--- config.mk ---
export PLATFORM = sky130hd
export DESIGN_NAME = clwt_hist_ram
export DESIGN_NICKNAME = d
export VERILOG_FILES = /design/src/design/clwt_pkg.sv /design/src/design/clwt_hist_ram.sv
export SDC_FILE = /design/constraint.sdc
export NUM_CORES = 1
export LEC_CHECK = 0
export BUFFER_PORTS_ARGS = -buffer_cell sky130_fd_sc_hd__buf_2
export CORE_ASPECT_RATIO = 2
export CORE_MARGIN = 4
export CORE_UTILIZATION = 40
export CTS_CLUSTER_SIZE = 40
export DETAILED_ROUTE_END_ITERATION = 16
export MAX_ROUTING_LAYER = met4
export SYNTH_ARGS = -nofsm -noshare
export SYNTH_HDL_FRONTEND = slang
export SYNTH_SLANG_ARGS = --single-unit
--- constraint.sdc ---
create_clock -name clock -period 7 [get_ports clock]
set_clock_uncertainty 0.2 [all_clocks]
set_input_delay 2.1 -clock clock [delete_from_list [all_inputs] [get_ports clock]]
set_output_delay 2.1 -clock clock [all_outputs]
set_load 0.01 [all_outputs]
--- src/design/clwt_pkg.sv ---
// ----------------------------------------------------------------------------
// clwt_pkg
// shared constants, types and helpers of the coset leader weight table
// ----------------------------------------------------------------------------
package clwt_pkg;

   localparam int MAX_SYNDROME_BITS = 16;
   localparam int MAX_GENERATORS    = 16;
   localparam int DISTANCE_CAP      = 63;
   localparam int NUM_BINS          = 64;

   localparam int TBL_AW  = MAX_SYNDROME_BITS;
   localparam int TBL_DW  = 6;
   localparam int HIST_AW = 6;
   localparam int HIST_DW = 17;
   localparam int GEN_AW  = $clog2(MAX_GENERATORS);
   localparam int GEN_CW  = $clog2(MAX_GENERATORS + 1);

   localparam logic [1:0] FUNC_LOAD   = 2'd0;
   localparam logic [1:0] FUNC_RUN    = 2'd1;
   localparam logic [1:0] FUNC_LOOKUP = 2'd2;

   localparam logic [1:0] STATUS_OK    = 2'd0;
   localparam logic [1:0] STATUS_RANGE = 2'd1;
   localparam logic [1:0] STATUS_FULL  = 2'd2;

   localparam logic [2:0] REG_SYNDROME_WIDTH = 3'd0;

   typedef struct packed {
      logic              en;
      logic              we;
      logic [TBL_AW-1:0] addr;
      logic [TBL_DW-1:0] wdata;
   } tbl_port_type;

   typedef struct packed {
      logic               en;
      logic               we;
      logic [HIST_AW-1:0] addr;
      logic [HIST_DW-1:0] wdata;
   } hist_port_type;

   typedef enum logic [13:0] {
      ST_IDLE  = 14'b00000000000001,
      ST_FILL  = 14'b00000000000010,
      ST_GSTEP = 14'b00000000000100,
      ST_GWR   = 14'b00000000001000,
      ST_BRD   = 14'b00000000010000,
      ST_BWR   = 14'b00000000100000,
      ST_HCLR  = 14'b00000001000000,
      ST_HRD   = 14'b00000010000000,
      ST_HRH   = 14'b00000100000000,
      ST_HWR   = 14'b00001000000000,
      ST_ERD   = 14'b00010000000000,
      ST_EOUT  = 14'b00100000000000,
      ST_LRD   = 14'b01000000000000,
      ST_LOUT  = 14'b10000000000000
   } state_type;

   // index of the lowest set bit
   function automatic logic [GEN_AW-1:0] low_zeros(input logic [GEN_AW*0+MAX_GENERATORS-1:0] v);
      logic [GEN_AW-1:0] n;
      n = '0;
      for (int i = MAX_GENERATORS - 1; i >= 0; i--) begin
         if (v[i]) begin
            n = GEN_AW'(i);
         end
      end
      return n;
   endfunction

endpackage

--- src/design/clwt_hist_ram.sv ---
// ----------------------------------------------------------------------------
// clwt_hist_ram
// single port histogram store, registered read
// ----------------------------------------------------------------------------
module clwt_hist_ram (
   input  logic                          clock,
   input  clwt_pkg::hist_port_type       port,
   output logic [clwt_pkg::HIST_DW-1:0]  rdata
);

   logic [clwt_pkg::HIST_DW-1:0] mem [2**clwt_pkg::HIST_AW];

   always_ff @(posedge clock) begin
      if (port.en) begin
         if (port.we) begin
            mem[port.addr] <= port.wdata;
         end
         rdata <= mem[port.addr];
      end
   end

endmodule

==> impl_metrics.toml <==
[global_route]
grt_max_degree = 97
met3_usage = 0.0301
antenna_found_initial = 5
grt_use_met1 = 0.256
grt_overflow = 0
grt.busiest_layer = "met2"
grt_pass1_vias = 24427
grtUsageTotal = 0.236
grt_pass1_wl_um = 183000
grtUsageMet2 = 0.422

[route]
wl_um = 131000
wl_per_cell_um = 32.5
viasPerCell = 6.10
drt-initial-drc-count = 2802
vias = 24484
drtAntennaViolNets = 0
route.detailed.drc = 0
firstDrtPassIters = 6

[synthesis]
yosys.area_share.simple = 0.0322
synthTopCellsByArea = "edfxtp_1 78%, a22oi_1 3.2%, mux2i_1 2.8%"
avgSynthCellArea_um2 = 17.3
synth_top_family_by_area = "compound AO/OA/AOI/OAI gates"
synth_largest_area_cell = "edfxtp_1"
syn_inst = 2445
dominantRegCellSynth = "edfxtp_1"
synthArstFlopShare = 0
yosys.area_share.xor_xnor = 0
synth_edf_count = 1105
synthDominantCellAreaShare = 0.783
synth_compound_area_frac = 0.114
synthAdderAreaFrac = 0
syn_area_um2 = 42400
yosys_warnings = 0
ys_seq_elements = 1105
synthMuxAreaShare = 0.0500
yosysUniqueCellTypes = 51
synth-seq-area-share = 0.783
syn_nets = 2471

[placed_design]
portBuffers = 42
dp.cells = 3838
hpwlAfterDp_um = 82300
gp_congestion = 0.957

[finish]
multiInputGateArea_um2 = 8380
area_delta_synth_final_pct = 12.8
seq_area_um2 = 33200
layout-drive-gt1-share = 0.165
layout.nets = 2599
num-fill-cells = 8849
stdcell_count = 4017

[power_and_ir_drop]
p_leak_nw = 15.2
power_density_nw_per_um2 = 278
vdd_drop_max_uv = 180

[floorplanning]
coreArea_um2 = 105000
die_h_um = 468
std_cell_rows = 168
ios = 43
die_x_um = 238
dieArea_um2 = 111000
start_util = 0.404

[worst_setup_path]
cp-end-kind = "register"
r2r_start = "mem[37][9]$_DFFE_PP_"
required_ns = 7.18
crit_path_start_kind = "input port"
critPathArrivalTime_ns = 6.08
crit_type = "in2reg"
cp_max_fo = 41
r2r_cells = 5
rrSetupSlack_ns = 3.60
timing.rr.end = "rdata[9]$_DFFE_PP_"

[cts]
ctsLongestPathBuffers = 3
clock_sinks = 1105
cts_resized = 0
cts_hold_buf = 0
cts_htree_levels = 3
ctsRootBufferMaster = "clkbuf_16"
clkLatencyLatePin_ns = 0.71
post_cts_buffers = 0
clk_pin_slew_ns = 0.07
cts_tree = "built"
cts_made_buffers = 92

[worst_hold_path]
holdPathStages = 4
hp-class = "reg2reg"
min_from = "mem[59][15]$_DFFE_PP_"
min_to = "rdata[15]$_DFFE_PP_"

[sta]
fmaxAchievable_mhz = 169
period_needed_ns = 5.90
period_share = 0.843
hold_viol = 0
relSlewSlack = 0.0132
finalSetupViolations = 0
drv_slew = 0
setup-tns-final_ns = 0
worst_slew_pin_slew_ns = 1.44
rsz0062_at_grt = "no"

[outcome]
failed_checks = "capacitance limit"
status = "finished with violations"

[job]
drv_cap = 1
cell usage in the layout (no fill, tap or decap), types with 63 or more instances in the layout:
master	instances
a21oi_1	92
a221oi_1	83
a22oi_1	179
buf_4	159
clkbuf_16	93
edfxtp_1	1105
mux2_2	63
mux2i_1	118
nor2_1	164
o21ai_0	95
worst max path at each step:
stage                   from                   end  slack, ns  depth (start not counted)
global route        port[17]    rdata[1]$_DFFE_PP_       1.17                          9
floorplan           port[17]  mem[12][0]$_DFFE_PP_       2.19                          8
CTS                 port[17]    rdata[1]$_DFFE_PP_       1.30                          9
global placement    port[18]    rdata[7]$_DFFE_PP_       0.32                          9
finish              port[17]    rdata[1]$_DFFE_PP_       1.10                          9
detailed placement  port[17]    rdata[1]$_DFFE_PP_       0.56                          9
synthesized netlist by cell type, drive strengths merged (15+ instances only):
master,instances
nor3,15
o21ai,95
nand2,52
mux2,63
a221o,38
nand3,18
a21oi,92
o22ai,55
a221oi,93
nand4,16
clkbuf,70
mux2i,118
a21o,15
a22oi,179
a22o,32
nor2,168
buf,102
edfxtp,1105
cell type report:
class	instances	area share
Sequential cell	1105	0.695
Tap cell	1360	0.0356
Timing Repair Buffer	206	0.0313
Antenna cell	8	0.000419
Clock inverter	57	0.0120
Inverter	3	0.000236
Multi-Input combinational cell	1165	0.175
Clock buffer	113	0.0503
per-layer routing:
layer | share of wire | wire [um]
met5 | 0 | 0
met2 | 0.53 | 69600
met4 | 0.065 | 8520
met1 | 0.34 | 44700
met3 | 0.059 | 7720
report_power, final:
part	switching, W	total (W)	internal (W)
clock	0.00238	0.00518	0.00280
sequential	0.0000203	0.00734	0.00732
combinational	0.000548	0.000752	0.000204
critical path, stage by stage:
cell	delay (ns)
buf_4	0.26
buf_4	0.44
inv_2	0.48
buf_4	0.38
buf_4	0.24
a221oi_1	0.34
o22ai_1	0.21
a2111oi_0	1.25
nand4_1	0.31
state kept, by name, indices dropped and copies added (netlist names):
signal and cells:
mem 1088, rdata 17
cells by family (layout without fill, tap and decap cells):
group,Yosys count,count (layout)
flip-flops,1105,1105
AO/OA/AOI/OAI,664,664
AND/OR/NAND/NOR,310,310
multiplexers,191,191
buffers and inverters,175,379
other,0,8
per-stage QoR:
stage	total power [W]	utilization	cell area [um^2]	setup slack, ns	hold WS, ns
after global routing	0.0136	0.455	47800	1.17	0.607
final	0.0133	0.455	47800	1.10	0.565
after detailed placement	0.00823	0.427	44800	0.557	0.539
after floorplan	0.00783	-	42400	2.19	0.424
after global placement	0.00822	0.427	44700	0.325	0.519
after CTS	0.0133	0.455	47700	1.30	0.561
Note: power is estimated with default switching activity, not from simulation.
